**src/sv/ddsl_pkg.sv**
```systemverilog
// Shared types, constants and helpers for the differential drive slew limiter.
// No dependencies; imported by ddsl_slew and differential_drive_slew_limiter.
package ddsl_pkg;

  typedef logic [7:0] duty_t;

  // Configuration register indexes
  typedef enum logic [1:0] {
    REG_BASE_SPEED = 2'd0,
    REG_MAX_SPEED  = 2'd1,
    REG_ACCEL_MIN  = 2'd2,
    REG_ACCEL_MAX  = 2'd3
  } cfg_reg_t;

  // Line error full scale; the error magnitude saturates here
  localparam int unsigned ERR_FULL_SCALE = 3500;
  localparam int unsigned ERR_MAG_W      = 12;
  // |error| * |accel_max - accel_min| is at most 3500 * 255 < 2**20
  localparam int unsigned PROD_W         = 20;

  // floor(x / 3500) = (x * RECIP_3500) >> RECIP_SHIFT, exact for x < 2**20
  localparam int unsigned RECIP_W     = 21;
  localparam int unsigned RECIP_SHIFT = 32;
  localparam logic [RECIP_W-1:0] RECIP_3500 = 21'd1227134;

  // Clamp a signed value into 0..hi
  function automatic duty_t clamp_duty(input logic signed [17:0] v, input duty_t hi);
    logic signed [17:0] hi_s;
    hi_s = signed'({10'b0, hi});
    if (v < 18'sd0) begin
      return '0;
    end else if (v > hi_s) begin
      return hi;
    end else begin
      return v[7:0];
    end
  endfunction

endpackage

```
**src/sv/ddsl_slew.sv**
```systemverilog
// One wheel of the slew limiter: moves a stored duty toward its target by at
// most one step, then clamps to 0..max_speed. Depends on ddsl_pkg.
module ddsl_slew
  import ddsl_pkg::*;
(
  input  duty_t cur,
  input  duty_t target,
  input  duty_t step,
  input  duty_t hi,
  output duty_t nxt
);

  logic signed [8:0]  diff;
  logic        [8:0]  mag;
  logic signed [17:0] moved;

  // Distance to the target
  assign diff = signed'({1'b0, target}) - signed'({1'b0, cur});
  assign mag  = diff[8] ? 9'(-diff) : 9'(diff);

  // Step toward the target, or land on it when close enough
  always_comb begin
    if (mag > {1'b0, step}) begin
      if (diff > 9'sd0) begin
        moved = signed'({10'b0, cur}) + signed'({10'b0, step});
      end else begin
        moved = signed'({10'b0, cur}) - signed'({10'b0, step});
      end
    end else begin
      moved = signed'({10'b0, target});
    end
  end

  assign nxt = clamp_duty(moved, hi);

endmodule

```
**src/sv/differential_drive_slew_limiter.sv**
```systemverilog
// Top level of the differential drive mixer with per-tick slew limiting.
// Depends on ddsl_pkg and ddsl_slew.
//
// Each input beat carries a steering correction and a line error; each one
// yields exactly one output beat with the new left and right wheel duties.
// The block takes one beat per clock cycle while the output side is not
// stalled, and each result moves through the stages below in order.
// The four registered stages are: input capture; targets and the
// |error| * |accel_max - accel_min| product; the divide by 3500, done as a
// multiply by a fixed reciprocal, and the step limit; and the output register,
// which also holds the stored wheel speeds that each new tick slews from.
// Back-pressure ripples through the stages, so empty stages keep filling while
// a result waits. Configuration writes take effect at once and should be made
// only while no beat is in flight.
module differential_drive_slew_limiter
  import ddsl_pkg::*;
(
  input  logic        clk,
  input  logic        rst,
  // Configuration write port
  input  logic        cfg_we,
  input  logic [1:0]  cfg_addr,
  input  logic [7:0]  cfg_wdata,
  // Input stream
  input  logic        s_tvalid,
  output logic        s_tready,
  input  logic [31:0] s_tdata,   // [15:0] correction, [31:16] line_error
  // Result stream
  output logic        m_tvalid,
  input  logic        m_tready,
  output logic [15:0] m_tdata    // [7:0] left_duty, [15:8] right_duty
);

  // Configuration registers
  duty_t base_speed;
  duty_t max_speed;
  duty_t accel_min;
  duty_t accel_max;

  always_ff @(posedge clk) begin
    if (rst) begin
      base_speed <= 8'd0;
      max_speed  <= 8'd255;
      accel_min  <= 8'd0;
      accel_max  <= 8'd255;
    end else if (cfg_we) begin
      unique case (cfg_reg_t'(cfg_addr))
        REG_BASE_SPEED: base_speed <= cfg_wdata;
        REG_MAX_SPEED:  max_speed  <= cfg_wdata;
        REG_ACCEL_MIN:  accel_min  <= cfg_wdata;
        REG_ACCEL_MAX:  accel_max  <= cfg_wdata;
        default: ;
      endcase
    end
  end

  // Stage handshakes
  logic v1, v2, v3;
  logic rdy1, rdy2, rdy3, rdy_o;

  assign rdy_o    = !m_tvalid || m_tready;
  assign rdy3     = !v3 || rdy_o;
  assign rdy2     = !v2 || rdy3;
  assign rdy1     = !v1 || rdy2;
  assign s_tready = rdy1;

  // Stage 1: input capture
  logic signed [15:0] s1_corr;
  logic signed [15:0] s1_err;

  always_ff @(posedge clk) begin
    if (rst) begin
      v1 <= 1'b0;
    end else if (rdy1) begin
      v1 <= s_tvalid;
    end
  end

  always_ff @(posedge clk) begin
    if (s_tvalid && rdy1) begin
      s1_corr <= signed'(s_tdata[15:0]);
      s1_err  <= signed'(s_tdata[31:16]);
    end
  end

  // Stage 2: clamped targets, saturated error magnitude and product
  logic        [16:0]          err_abs;
  logic        [ERR_MAG_W-1:0] err_mag;
  logic                        acc_neg;
  logic        [7:0]           acc_span;
  logic        [PROD_W-1:0]    prod;
  logic signed [17:0]          base_s;
  logic signed [17:0]          corr_s;
  duty_t                       tl, tr;

  assign err_abs  = s1_err[15] ? 17'(-signed'({s1_err[15], s1_err})) : {1'b0, s1_err};
  assign err_mag  = (err_abs > 17'(ERR_FULL_SCALE)) ? ERR_MAG_W'(ERR_FULL_SCALE)
                                                    : err_abs[ERR_MAG_W-1:0];
  assign acc_neg  = accel_max < accel_min;
  assign acc_span = acc_neg ? (accel_min - accel_max) : (accel_max - accel_min);
  assign prod     = PROD_W'(err_mag) * PROD_W'(acc_span);

  assign base_s = signed'({10'b0, base_speed});
  assign corr_s = 18'(s1_corr);
  assign tl     = clamp_duty(base_s - corr_s, max_speed);
  assign tr     = clamp_duty(base_s + corr_s, max_speed);

  logic [PROD_W-1:0] s2_prod;
  logic              s2_neg;
  duty_t             s2_tl, s2_tr;

  always_ff @(posedge clk) begin
    if (rst) begin
      v2 <= 1'b0;
    end else if (rdy2) begin
      v2 <= v1;
    end
  end

  always_ff @(posedge clk) begin
    if (v1 && rdy2) begin
      s2_prod <= prod;
      s2_neg  <= acc_neg;
      s2_tl   <= tl;
      s2_tr   <= tr;
    end
  end

  // Stage 3: divide by 3500 through the reciprocal, then the step limit
  localparam int unsigned QF_W = PROD_W + RECIP_W;

  logic        [QF_W-1:0] q_full;
  logic        [7:0]      quot;
  logic signed [9:0]      quot_s;
  logic signed [9:0]      step_s;

  assign q_full = QF_W'(s2_prod) * QF_W'(RECIP_3500);
  assign quot   = q_full[RECIP_SHIFT +: 8];
  assign quot_s = signed'({2'b0, quot});
  assign step_s = signed'({2'b0, accel_min}) + (s2_neg ? -quot_s : quot_s);

  duty_t s3_step;
  duty_t s3_tl, s3_tr;

  always_ff @(posedge clk) begin
    if (rst) begin
      v3 <= 1'b0;
    end else if (rdy3) begin
      v3 <= v2;
    end
  end

  always_ff @(posedge clk) begin
    if (v2 && rdy3) begin
      s3_step <= step_s[7:0];
      s3_tl   <= s2_tl;
      s3_tr   <= s2_tr;
    end
  end

  // Stage 4: slew the stored wheel speeds; they double as the output register
  duty_t left_speed, right_speed;
  duty_t left_next, right_next;

  ddsl_slew u_slew_left (
    .cur    (left_speed),
    .target (s3_tl),
    .step   (s3_step),
    .hi     (max_speed),
    .nxt    (left_next)
  );

  ddsl_slew u_slew_right (
    .cur    (right_speed),
    .target (s3_tr),
    .step   (s3_step),
    .hi     (max_speed),
    .nxt    (right_next)
  );

  always_ff @(posedge clk) begin
    if (rst) begin
      m_tvalid    <= 1'b0;
      left_speed  <= '0;
      right_speed <= '0;
    end else begin
      if (rdy_o) begin
        m_tvalid <= v3;
      end
      if (v3 && rdy_o) begin
        left_speed  <= left_next;
        right_speed <= right_next;
      end
    end
  end

  assign m_tdata = {right_speed, left_speed};

`ifndef SYNTH
  // Input stalls only when every stage is full
  a_full_when_stalled: assert property (@(posedge clk) disable iff (rst)
    !s_tready |-> (v1 && v2 && v3 && m_tvalid))
    else $error("input stalled with an empty stage");

  // A new result never exceeds the clamp that was in force when it was formed
  a_duty_clamped: assert property (@(posedge clk) disable iff (rst)
    (v3 && rdy_o) |=> (left_speed <= $past(max_speed) && right_speed <= $past(max_speed)))
    else $error("wheel duty above max_speed");

  // A beat in the last stage is kept while the output is blocked
  a_stage3_held: assert property (@(posedge clk) disable iff (rst)
    (v3 && !rdy_o) |=> v3)
    else $error("stage 3 beat dropped under back-pressure");

  // Wheel state changes only when a beat moves into the output register
  a_state_moves_on_load: assert property (@(posedge clk) disable iff (rst)
    !(v3 && rdy_o) |=> ($stable(left_speed) && $stable(right_speed)))
    else $error("wheel state changed without a beat");
`endif

endmodule

```
**config.mk**
```make
export PLATFORM = sky130hd
export DESIGN_NAME = differential_drive_slew_limiter
export DESIGN_NICKNAME = d
export VERILOG_FILES = /design/src/sv/ddsl_pkg.sv /design/src/sv/ddsl_slew.sv /design/src/sv/differential_drive_slew_limiter.sv
export SDC_FILE = /design/constraint.sdc
export NUM_CORES = 1
export LEC_CHECK = 0
export CAP_MARGIN = 5
export CORE_ASPECT_RATIO = 0.75
export CORE_MARGIN = 2
export CORE_UTILIZATION = 30
export DETAILED_ROUTE_END_ITERATION = 6
export DONT_BUFFER_PORTS = 1
export GPL_TIMING_DRIVEN = 0
export MAX_ROUTING_LAYER = met4
export PLACE_DENSITY = 0.49
export SLEW_MARGIN = 20
export SYNTH_ARGS = -nofsm -noshare
export SYNTH_HDL_FRONTEND = slang
export SYNTH_HIERARCHICAL = 1
export SYNTH_SLANG_ARGS = --single-unit
```
**constraint.sdc**
```tcl
create_clock -name clk -period 8.44 [get_ports clk]
set_clock_uncertainty 0.15 [all_clocks]
set_input_delay 0.422 -clock clk [delete_from_list [all_inputs] [get_ports clk]]
set_output_delay 0.422 -clock clk [all_outputs]
set_load 0.05 [all_outputs]
```
After elaboration in Yosys (flattened, before gate mapping):

Index checks and enable logic that the tools add are counted.

* bits in writable memories: 0
* output and inout port bits: 18
* memories kept: 0
* bits in registers: 145
* latch bits: 0
* input bits: 47
* logic and storage cells: 86
* memory bits (read-only): 0

* multipliers: 2
* muxes and demuxes: 16
* bitwise gates (word level): 0
* shift operators: 0
* $add $sub $neg: 15
* divide/modulo/power cells: 0
* reduce and logical (&&, ||, !) cells: 17
* $lt $le $gt $ge: 14
* equal/unequal tests: 3

Operators with widths (number)
* 18-bit 2-to-1 mux: 4
* 8-bit 2-to-1 mux: 8
* 20-bit by 20-bit multiplier with 39-bit output (second input constant): 1
* 18-bit by 9-bit greater-than comparator with 1-bit output: 2
* 18-bit by 1-bit less-than comparator with 1-bit output (second input constant): 2
* 8-bit by 8-bit subtractor with 9-bit output: 4
* 17-bit by 9-bit greater-than comparator with 1-bit output: 2
* 17-bit by 1-bit less-than comparator with 1-bit output (second input constant): 2
* 12-bit by 8-bit multiplier with 20-bit output: 1
* 8-bit by 8-bit adder with 9-bit output: 2
* 9-bit by 1-bit greater-than comparator with 1-bit output (second input constant): 2
* 9-bit by 8-bit greater-than comparator with 1-bit output: 2
* 9-bit 2-to-1 mux: 2
* 9-bit negation: 2
* 9-bit by 16-bit adder with 17-bit output: 1
* 17-bit by 12-bit greater-than comparator with 1-bit output (second input constant): 1
* 17-bit 2-to-1 mux: 1
* 16-bit negation with 17-bit output: 1
* 9-bit by 16-bit subtractor with 17-bit output: 1
* 8-bit subtractor: 2
* 12-bit 2-to-1 mux: 1
* 8-bit adder: 1
* 8-bit less-than comparator: 1
* 8-bit negation: 1
* 7 further kinds: 20

Depth between registers and ports, before layout:

Gate-level depths: netlist of the first run.

* depth in word-level cells: 8
* mapped depth: 34
* depth with buffers taken out: 34

Modules after synthesis:

Netlist of the first run, hierarchy kept.

By module, submodules not included
* differential_drive_slew_limiter: cells an instance 1897, times used 1, area an instance 18602.8 um2, sequential area each 3833.7 um2
* ddsl_slew (u_slew_left): cells an instance 272, times used 1, area an instance 2025.7 um2, sequential area each 0.0 um2
* ddsl_slew (u_slew_right): cells an instance 277, times used 1, area an instance 1991.9 um2, sequential area each 0.0 um2

Least setup slack after synthesis of the first run:

OpenSTA, ideal clock, no wires.

* path kind: register -> register
* from: register s2_prod[12]
* to: register s3_step[7], data pin
* setup time: 0.266 ns
* buffers on the path: 0
* cell stages (with the launch flop): 33
* arrival: 7.762 ns
* period minus slack after synthesis: 8.178 ns
* slack: 0.262 ns
* data required time: 8.024 ns
* cell sequence: edfxtp_1 inv_1 fa_1 fa_1 fa_1 fa_1 inv_1 fa_1 fa_1 inv_1 fa_1 inv_1 ha_1 a211oi_1 o21ai_0 nor4_1 o21ai_1 a211oi_2 xnor2_1 inv_1 ha_1 nor2_1 a21oi_1 ha_1 a21o_1 a21oi_1 o21bai_1 a21oi_1 o21bai_1 a21oi_1 xnor2_1 xnor2_1 xor2_1

* word-level cells in the longest chain between the ends: 4

Ends and longest elaborated chain
* start: declaration: line differential_drive_slew_limiter.sv:108 `logic [PROD_W-1:0] s2_prod;`
* start signal: assignment: line differential_drive_slew_limiter.sv:122 `s2_prod <= prod;`
* 20-bit by 20-bit multiplier with 39-bit output (*): line differential_drive_slew_limiter.sv:137 `assign q_full = QF_W'(s2_prod) * QF_W'(RECIP_3500);`
* 8-bit negation: line differential_drive_slew_limiter.sv:140 `assign step_s = signed'({2'b0, accel_min}) + (s2_neg ? -quot_s : quot_s);`
* 8-bit 2-to-1 mux (*): line differential_drive_slew_limiter.sv:140
* 8-bit adder (*): line differential_drive_slew_limiter.sv:140
* via step_s[7]: line differential_drive_slew_limiter.sv:135 `logic signed [9:0] step_s;`
* end signal: assignment: line differential_drive_slew_limiter.sv:155 `s3_step <= step_s[7:0];`
* end: declaration: line differential_drive_slew_limiter.sv:142 `duty_t s3_step;`

Mark *: on every way through the listed nets, which the timed path passes. The rest lies on a longest branch.
A chain may end at the register's enable or synchronous reset.

Worst setup path in the final report of the first run:

* from: register s2_prod[10]
* to: register s3_step[7], data pin

Same word-level chain as after synthesis.

==> results of run 1 <==
==> stage by stage <==
stage	util (%)	instance area (sq um)	std cells	TNS (ns)
6_report	34.4	25700	3559	-0.0335
5_1_grt	34.4	25700	3559	-0.517
4_1_cts	34.1	25600	3545	0
3_5_place_dp	32.0	23900	3427	-3.14
3_3_place_gp	31.8	23800	3425	-2.52
2_1_floorplan	-	22600	2446	0
==> flip-flops by register name, summed over array words and instances, names as in the netlist <==
signal,cells
accel_max,8
s2_neg,1
s1_corr,16
s2_prod,20
s3_tr,8
v3,1
right_speed,8
s2_tr,8
s3_tl,8
s2_tl,8
accel_min,8
base_speed,8
s1_err,16
left_speed,8
v2,1
m_tvalid,1
v1,1
s3_step,8
max_speed,8
==> per-layer routing <==
layer / wire length [microns] / vias to the layer above
li1: - / 8426
met1: 34200 / 8574
met2: 25600 / 348
met3: 2410 / 26
met4: 498 / 0
met5: 0 / -
==> worst register-to-register path: cells and delay by family (launching register included) <==
kind                     cells  cell delay [ns]
AO/OA/AOI/OAI               12             2.13
adder cells (fa/ha/maj)     10             4.24
buffers and inverters        6             0.60
flip-flops                   1             0.47
XOR/XNOR                     4             0.61
AND/OR/NAND/NOR              1             0.03
==> what timing repair did <==
item,CTS,global route
pin swaps,48,34
hold endpoints to repair,57,0
resized for setup,52,22
buffers inserted,47,14
setup endpoints to repair,7,8
hold buffers,40,0
==> logic make-up after synthesis <==
| kind of cell | share of synthesized area (%) |
|---|---|
| adder cells (fa/ha/maj) | 42.1 |
| AND/OR/NAND/NOR | 12.6 |
| buffers and inverters | 9.19 |
| AO/OA/AOI/OAI | 13.4 |
| flip-flops | 16.9 |
| XOR/XNOR | 3.82 |
| multiplexers | 2.01 |
==> final timing paths <==
| check | cells past startpoint | end | slack, ns |
|---|---|---|---|
| worst min register to register | 0 | s3_tr[3] | 0.27 |
| worst min-delay path | 2 | max_speed[2] | 0.02 |
| worst max-delay path | 33 | s3_step[7] | -0.03 |
| worst max register to register | 33 | s3_step[7] | -0.03 |
==> placed cells by master, fill, tap and decap left out, types with 8 or more instances in the layout <==
master         count
inv_1            472
ha_1             349
fa_1             253
nor2_1           162
nand2_1          153
a21oi_1          131
edfxtp_1          93
o21ai_0           67
xnor2_1           65
buf_4             57
dfxtp_1           52
dlygate4sd3_1     40
clkbuf_1          36
nand3_1           34
mux2i_1           34
o21a_1            33
nand2b_1          30
nor2b_1           28
nor3_1            28
xor2_1            27
a21o_1            27
or3_1             20
nand4_1           19
and2_1            19
clkbuf_16         17
and3_1            16
o31ai_1           15
o211ai_1          12
o21bai_1          10
clkinvlp_4        10
nand3b_1           9
mux2_2             9
a211o_1            9
nor4_1             8
buf_2              8
a211oi_1           8
==> cell type report <==
cell class	instances	area [sq um]
repair buffers	102	913
flip-flops and latches	145	3830
plain buffers	53	249
clock buffers	17	425
multi-input cells	1760	17000
clock inverters	15	185
inverters	488	1870
well taps	979	1220
fillers	7703	49200
==> results.md, run 1 <==
* Hold Path Class: in -> reg
* RePlAce Congestion at 0.899
* CP peak stage delay at 0.54 ns
* Final WL at 62.7 mm
* Ys async rst share at 0%
* Routed vias at 17400
* Max Freq at 0.118 GHz
* Startpoint types: flop
* Most common cell in the netlist: inv_1
* CP endpoint kind: flop
* Initial Util at 30.2%
* Share of layout cells above drive strength 1 at 8.80%
* Vias in the first global route at 17500
* Total grt overflow at 0
* Final period util at 100%
* CP most frequent cell: fa_1
* Failing checks: negative setup slack
* NumNets Final at 3223
* Die extent in y at 242 microns
* Global-route wire length before repair at 100 mm
* Clk_lat worst skew at 0.44 ns
* Antenna violations before repair at 1
* R2R Path Start: s2_prod[10]
* Crit path max fanout at 3
* Final setup viols at 1
* Synth cell count leaders: inv_1, ha_1, fa_1
* Crit path DAT at 8.51 ns
* Clock Root Buffer: clkbuf_16
* Post-synth top area share at 22.4%
* Clock-pin slew on the worst setup and hold paths at 0.07 ns
* Routed length per instance at 17.6 microns
* Data required, critical path at 8.47 ns
* ANT nets after route at 0
* CTS tree: yes
* Largest net degree at the start of global routing at 29
* Syn Nets at 3102
* Clock buffer depth at 2
* DP HPWL at 52.0 mm
* 1st-pass router iterations at 5
* Worst path slowest cell: fa_1
* DRT iter0 DRCs at 1078
* Grt met3 use at 1.53%
* Num CTS Buffers at 17
* Tot GR Track Use at 16.8%
* Port Buffers at 0
* # IOs at 65
* CTS H-Tree Depth at 4
* Full die area at 77600 sq um
* Post-layout min period at 8.47 ns
* Crit-path leading delay family: adder cells
* Crit Path Category: reg -> reg
* Detailed-route DRC error count at 0
* Num rows at 87
* Synthesized flop and latch total at 145
* Post-synthesis cell count at 2446
* Die Span X at 321 microns
* Hold Startpoint: cfg_wdata[2]
* Cell variety after synth at 114
* Dominant cells by area after synthesis: fa_1, ha_1, edfxtp_1
* RSZ-0062 raised after global routing: yes
* Register area share after synthesis at 16.9%
* GRT busiest layer: met1
* Post-synth EDFFs at 93
* Global routing usage on met2 at 23.5%
* Setup WS post-layout at -0.0335 ns
* Fin. Hold Viols at 0
* Worst Setup SP: s2_prod[10]
* Max-cap violation count at 0
* Pins Over Slew Limit at 0
* Worst Path Buf+Inv at 6
* Antenna diodes at 0
* Sink Count at 145
* Mean Syn Cell Area at 9.25 sq um
* Yosys Warn Count at 6
* Minimum hold slack at 0.0227 ns
* Cell Area, Synth at 22600 sq um
* Met1 Use GR at 26.6%
* Rel. slew slack at 33.5%
* Core area at 74900 sq um
* Worst slew pin tran at 0.990 ns
* Vias per inst at 4.88
* Dominant cell type by area after synthesis: fa_1
* Status: finished with violations
* Synth Flop Type: edfxtp_1
* Area delta synth->final at 13.8%
* Dpl ws at -1.20 ns
Power of run 1 is not shown: default switching activity piles up to over one toggle a cycle in this logic, so the estimate is an artifact.
==> run 2, diff against run 1 <==
--- a/config.mk
+++ b/config.mk
@@ -14,6 +14,7 @@
 export GPL_TIMING_DRIVEN = 0
 export MAX_ROUTING_LAYER = met4
 export PLACE_DENSITY = 0.49
+export REMOVE_ABC_BUFFERS = 1
 export SLEW_MARGIN = 20
 export SYNTH_ARGS = -nofsm -noshare
 export SYNTH_HDL_FRONTEND = slang
==> run 2 against run 1 <==
Compared with the run above:
- the flow still finishes with violations (negative setup slack)
- sequential cell count unchanged
- first-iteration DRC count decreased by 1.6%
- count of clock-buffer cells in the layout stayed put
- global-route usage down 0.52 points
- highest routed layer unchanged
==> results.md, run 2 (synthesized netlist as in run 1, its figures left out) <==
* Fin util at 34.1%
* CP most frequent cell: fa_1
* Final setup viols at 1
* Setup crit end: s3_step[7]
* Fin. Hold Viols at 0
* Startpoint types: flop
* Routed vias at 16900
* Worst Setup SP: s2_prod[14]
* Finished layout cell area at 25500 sq um
* Commonest non-fill, non-tap cell in the layout: inv_1
* Clk_lat worst skew at 0.46 ns
* 1st-pass router iterations at 5
* Failing checks: negative setup slack
* # IOs at 65
* Data required, critical path at 8.48 ns
* Post-layout min period at 8.47 ns
* Crit Path Category: reg -> reg
* Routed length per instance at 17.4 microns
* R2r setup slk at -0.03 ns
* Post-DP Area at 23800 sq um
* Detailed-route DRC error count at 0
* CP endpoint kind: flop
* Setup WS post-layout at -0.0291 ns
* Share of layout cells above drive strength 1 at 8.52%
* Rel. slew slack at 33.8%
* Biggest regs: s2_prod (20), s1_corr (16), s1_err (16)
* Clock-pin slew on the worst setup and hold paths at 0.07 ns
* Crit path max fanout at 4
* Final period util at 100%
* Worst path slowest cell: fa_1
* DP HPWL at 49.6 mm
* Sink Count at 145
* Hold Crit Depth at 2
* Area delta synth->final at 12.8%
* Initial Util at 30.2%
* Worst Path Buf+Inv at 8
* Num CTS Buffers at 17
* ANT nets after route at 0
* Minimum hold slack at 0.0297 ns
* Clock buffer depth at 2
* NumNets Final at 3165
* CTS H-Tree Depth at 4
* Worst slew pin tran at 0.989 ns
* Core area at 74900 sq um
* Antenna diodes at 0
* Fill cells at 7640
* Port Buffers at 0
* Vias per inst at 4.82
* Crit path DAT at 8.51 ns
* R2R Path Start: s2_prod[14]
* Max-cap violation count at 0
* Hold Path Class: in -> reg
* Vias in the first global route at 17300
* Die Span X at 321 microns
* CTS tree: yes
* Total grt overflow at 0
* Status: finished with violations
* Pins Over Slew Limit at 0
* Largest net degree at the start of global routing at 44
* Reg2reg end: s3_step[7]
* Crit-path leading delay family: adder cells
* Final WL at 60.9 mm
* Tot GR Track Use at 16.3%
* Global-route wire length before repair at 96.8 mm
* Full die area at 77600 sq um
* RSZ-0062 raised after global routing: yes
* Top reg by flops: s2_prod
* Crit path depth at 35
* Commonest cells after routing, fill and taps aside: inv_1, ha_1, fa_1
* Antenna violations before repair at 0
* DRT iter0 DRCs at 1061
* Num rows at 87
* Max Freq at 0.118 GHz
* Die extent in y at 242 microns
* CP peak stage delay at 0.58 ns
* Max reg flops at 20
* Worst reg2reg path depth at 35
* Clock Root Buffer: clkbuf_16
* RePlAce Congestion at 0.923
## run 2: cell count changes in the layout (fill, tap and decap cells not counted), moves of 3 or more
cell      before  now
clkbuf_1      36    0
xnor2_1       65   62
buf_6          7    0
xnor2_2        2    5
a21oi_1      131  128
inv_1        472  469
clkinv_4       7    2
buf_2          8    0
inv_8          0    3
inv_2          7   10
buf_4         57   49
## run 2: worst reg2reg max path, delay by kind of cell, from the launching register on
family,cells,cell delay [ns]
fa+ha+maj,10,4.32
flops,1,0.46
xor+xnor,4,0.66
compound gates,11,1.48
buf+inv,8,0.78
simple gates,2,0.36
## run 2: final cells by class
| type | count | area [sq um] | share of cell area, % |
|---|---|---|---|
| clock inverter | 15 | 201 | 0.789 |
| inverter | 488 | 1860 | 7.30 |
| clock buffer | 17 | 425 | 1.67 |
| tap | 979 | 1220 | 4.80 |
| sequential | 145 | 3830 | 15.0 |
| timing repair buffer | 97 | 918 | 3.60 |
| multi-input combinational | 1760 | 17100 | 66.8 |
## run 2: timing repair
action	4_1_cts	5_1_grt
setup buffers	35	14
pin swaps	14	44
cloned	0	0
hold buffers	43	0
resized for setup	34	35
endpoints found under the hold margin	82	0
endpoints found under the setup margin	9	8
## run 2: worst min path at each step
| stage | slack, ns | startpoint | end |
|---|---|---|---|
| 2_1_floorplan | 0.25 | s2_tl[0] | s3_tl[0] |
| 3_3_place_gp | 0.25 | s2_tr[3] | s3_tr[3] |
| 3_5_place_dp | 0.26 | s2_tl[5] | s3_tl[5] |
| 4_1_cts | 0.006 | rst | max_speed[0] |
| 5_1_grt | 0.009 | s_tvalid | v1 |
| 6_report | 0.03 | s_tvalid | v1 |
## run 2: layer usage
metal  track usage [%]  share of wire (%)  vias up
met5                 -                  0        -
met4              3.15                1.3        0
met3              2.09                4.1       52
met2              23.0                 41      327
met1              24.8                 54     8196
li1                  -                  -     8297
## run 2: metrics by stage
stage | std cells | setup slack (ns) | TNS, ns
after floorplan | 2393 | 0.262 | 0
after global placement | 3372 | -0.999 | -3.82
after detailed placement | 3377 | -1.04 | -2.74
after CTS | 3487 | -0.166 | -0.166
after global routing | 3501 | -0.366 | -0.489
final | 3501 | -0.0291 | -0.0291
Power of run 2 is left out for the same reason.
==> run 3, diff against run 2 <==
--- a/config.mk
+++ b/config.mk
@@ -18,5 +18,4 @@
 export SLEW_MARGIN = 20
 export SYNTH_ARGS = -nofsm -noshare
 export SYNTH_HDL_FRONTEND = slang
-export SYNTH_HIERARCHICAL = 1
 export SYNTH_SLANG_ARGS = --single-unit
==> run 3 against run 2 <==
Compared with the run above:
- sequential cell count unchanged
- the flow now finishes without violations
- non-clock buffer count increased by 1
- synthesized area decreased by 4.9%
- highest routed layer unchanged
- synthesized cell count decreased by 7.2%
- die area decreased by 4.9%
- global-route usage decreased by 0.42 points
- first-iteration DRC count decreased by 6.6%
==> results.md, run 3 <==
* Port Buffers at 0
* Fin. Hold Viols at 0
* Post-DP Area at 22700 sq um
* Initial Util at 30.5%
* Final WL at 57.0 mm
* Finished layout cell area at 24400 sq um
* Clock Root Buffer: clkbuf_16
* Total grt overflow at 0
* Setup WS post-layout at 0.126 ns
* Sink Count at 145
* Post-synth top area share at 23.6%
* Setup TNS at 0 ns
* Tot GR Track Use at 15.9%
* Register area share after synthesis at 17.8%
* Mean Syn Cell Area at 9.47 sq um
* Fin util at 34.6%
* Max-cap violation count at 0
* Rel. slew slack at 33.5%
* Largest net degree at the start of global routing at 40
* Detailed-route DRC error count at 0
* NumNets Final at 3007
* Crit path DAT at 8.35 ns
* Post-layout min period at 8.31 ns
* Routed length per instance at 17.2 microns
* Post-synthesis cell count at 2270
* Commonest non-fill, non-tap cell in the layout: inv_1
* Top reg by flops: s2_prod
* Synth Flop Type: edfxtp_1
* Crit Path Category: reg -> reg
* Register Area at 3830 sq um
* Full die area at 73900 sq um
* CTS tree: yes
* Clk_lat worst skew at 0.45 ns
* Dominant cells by area after synthesis: fa_1, ha_1, edfxtp_1
* Biggest regs: s2_prod (20), s1_corr (16), s1_err (16)
* Clock buffer depth at 2
* Dominant cell type by area after synthesis: fa_1
* Clock-pin slew on the worst setup and hold paths at 0.06 ns
* Vias in the first global route at 15700
* Most common cell in the netlist: inv_1
* Worst Setup SP: s2_prod[4]
* Startpoint types: flop
* CP most frequent cell: fa_1
* Cell Area, Synth at 21500 sq um
* Die extent in y at 236 microns
* Synth cell count leaders: inv_1, ha_1, fa_1
* CP endpoint kind: flop
* Num rows at 84
* Final setup viols at 0
* Synthesized flop and latch total at 145
* Antenna violations before repair at 0
* # IOs at 65
* Max reg flops at 20
* CP peak stage delay at 0.63 ns
* Vias per inst at 4.81
* Ys async rst share at 0%
* R2R Path Start: s2_prod[4]
* RePlAce Congestion at 0.897
* RSZ-0062 raised after global routing: yes
* Max Freq at 0.120 GHz
* Dpl ws at -0.991 ns
* Worst path slowest cell: edfxtp_1
* Final period util at 98.5%
* Hold Startpoint: rst
* DRT iter0 DRCs at 991
* Hold Path Class: in -> reg
* Die Span X at 313 microns
* CTS H-Tree Depth at 4
* Multi-input logic area at 16200 sq um
* Core area at 70500 sq um
* Cell variety after synth at 76
* Num CTS Buffers at 17
* 1st-pass router iterations at 5
* Commonest cells after routing, fill and taps aside: inv_1, ha_1, fa_1
* Data required, critical path at 8.48 ns
* Status: finished clean
* Post-synth EDFFs at 93
* Worst slew pin tran at 0.992 ns
* Pins Over Slew Limit at 0
* Antenna diodes at 0
* Global-route wire length before repair at 89.5 mm
* Fill cells at 7219
* Routed vias at 15900
* ANT nets after route at 0
* DP HPWL at 47.1 mm
* Share of layout cells above drive strength 1 at 8.16%
* Crit path max fanout at 7
* Area delta synth->final at 13.5%
* Yosys Warn Count at 0
[run 3: changes by cell type in the layout (fill, tap and decap cells not counted), moves of 7 or more]
cell / before / now
nand2_1: 152 / 117
a21oi_1: 128 / 99
inv_1: 469 / 449
nor2_1: 162 / 146
or3_1: 20 / 8
nand2b_1: 30 / 19
a211o_1: 9 / 19
xnor2_1: 62 / 72
xor2_1: 27 / 19
a21o_1: 27 / 34
o21a_1: 33 / 26
or4b_2: 1 / 8
[run 3: worst paths after layout]
path | to | slack (ns) | cells after the start
min reg2reg | s3_tl[2] | 0.26 | 0
min | max_speed[0] | 0.06 | 2
max reg2reg | s3_step[7] | 0.13 | 30
max | s3_step[7] | 0.13 | 30
[run 3: kinds of logic after synthesis]
group,synth area share [%]
DFF,17.8
buffers and inverters,8.85
and+or+nand+nor,10.7
adders and majority gates,44.4
muxes,1.97
xor gates and xnor gates,4.07
AOI/OAI and AO/OA,12.2
[run 3: final cells by class]
cell class	count	area share [%]
flip-flops and latches	145	15.7
clock buffers	17	1.74
well taps	946	4.85
clock inverters	15	0.543
repair buffers	98	3.68
multi-input cells	1620	66.2
inverters	469	7.33
[run 3: per-stage QoR]
stage | cells | hold WS [ns]
after floorplan | 2234 | 0.250
after global placement | 3180 | 0.253
after detailed placement | 3185 | 0.257
after CTS | 3284 | 0.0236
after global routing | 3310 | 0.0563
final | 3310 | 0.0558
[run 3: critical path: cells and delay by family (launching register included)]
kind                     cells  cell delay (ns)
AND/OR/NAND/NOR              1             0.20
AO/OA/AOI/OAI                9             1.78
XOR/XNOR                     4             0.60
flip-flops                   1             0.63
multiplexers                 1             0.18
buffers and inverters        5             0.46
adder cells (fa/ha/maj)     10             4.05
[run 3: metal layers]
| metal | track usage, % | share of wire [%] | routed length (microns) | up-vias |
|---|---|---|---|---|
| met5 | - | 0 | 0 | - |
| met4 | 2.81 | 0.98 | 557 | 0 |
| met3 | 1.91 | 4.4 | 2510 | 24 |
| met2 | 21.9 | 40 | 23000 | 305 |
| met1 | 24.7 | 54 | 30900 | 7853 |
| li1 | - | - | - | 7754 |
[run 3: repair_timing]
item | 4_1_cts | 5_1_grt
endpoints found under the setup margin | 7 | 13
pin swaps | 6 | 64
hold buffers | 42 | 0
setup buffers | 25 | 26
gates resized for setup | 26 | 50
endpoints found under the hold margin | 73 | 0
Power of run 3 is left out for the same reason.
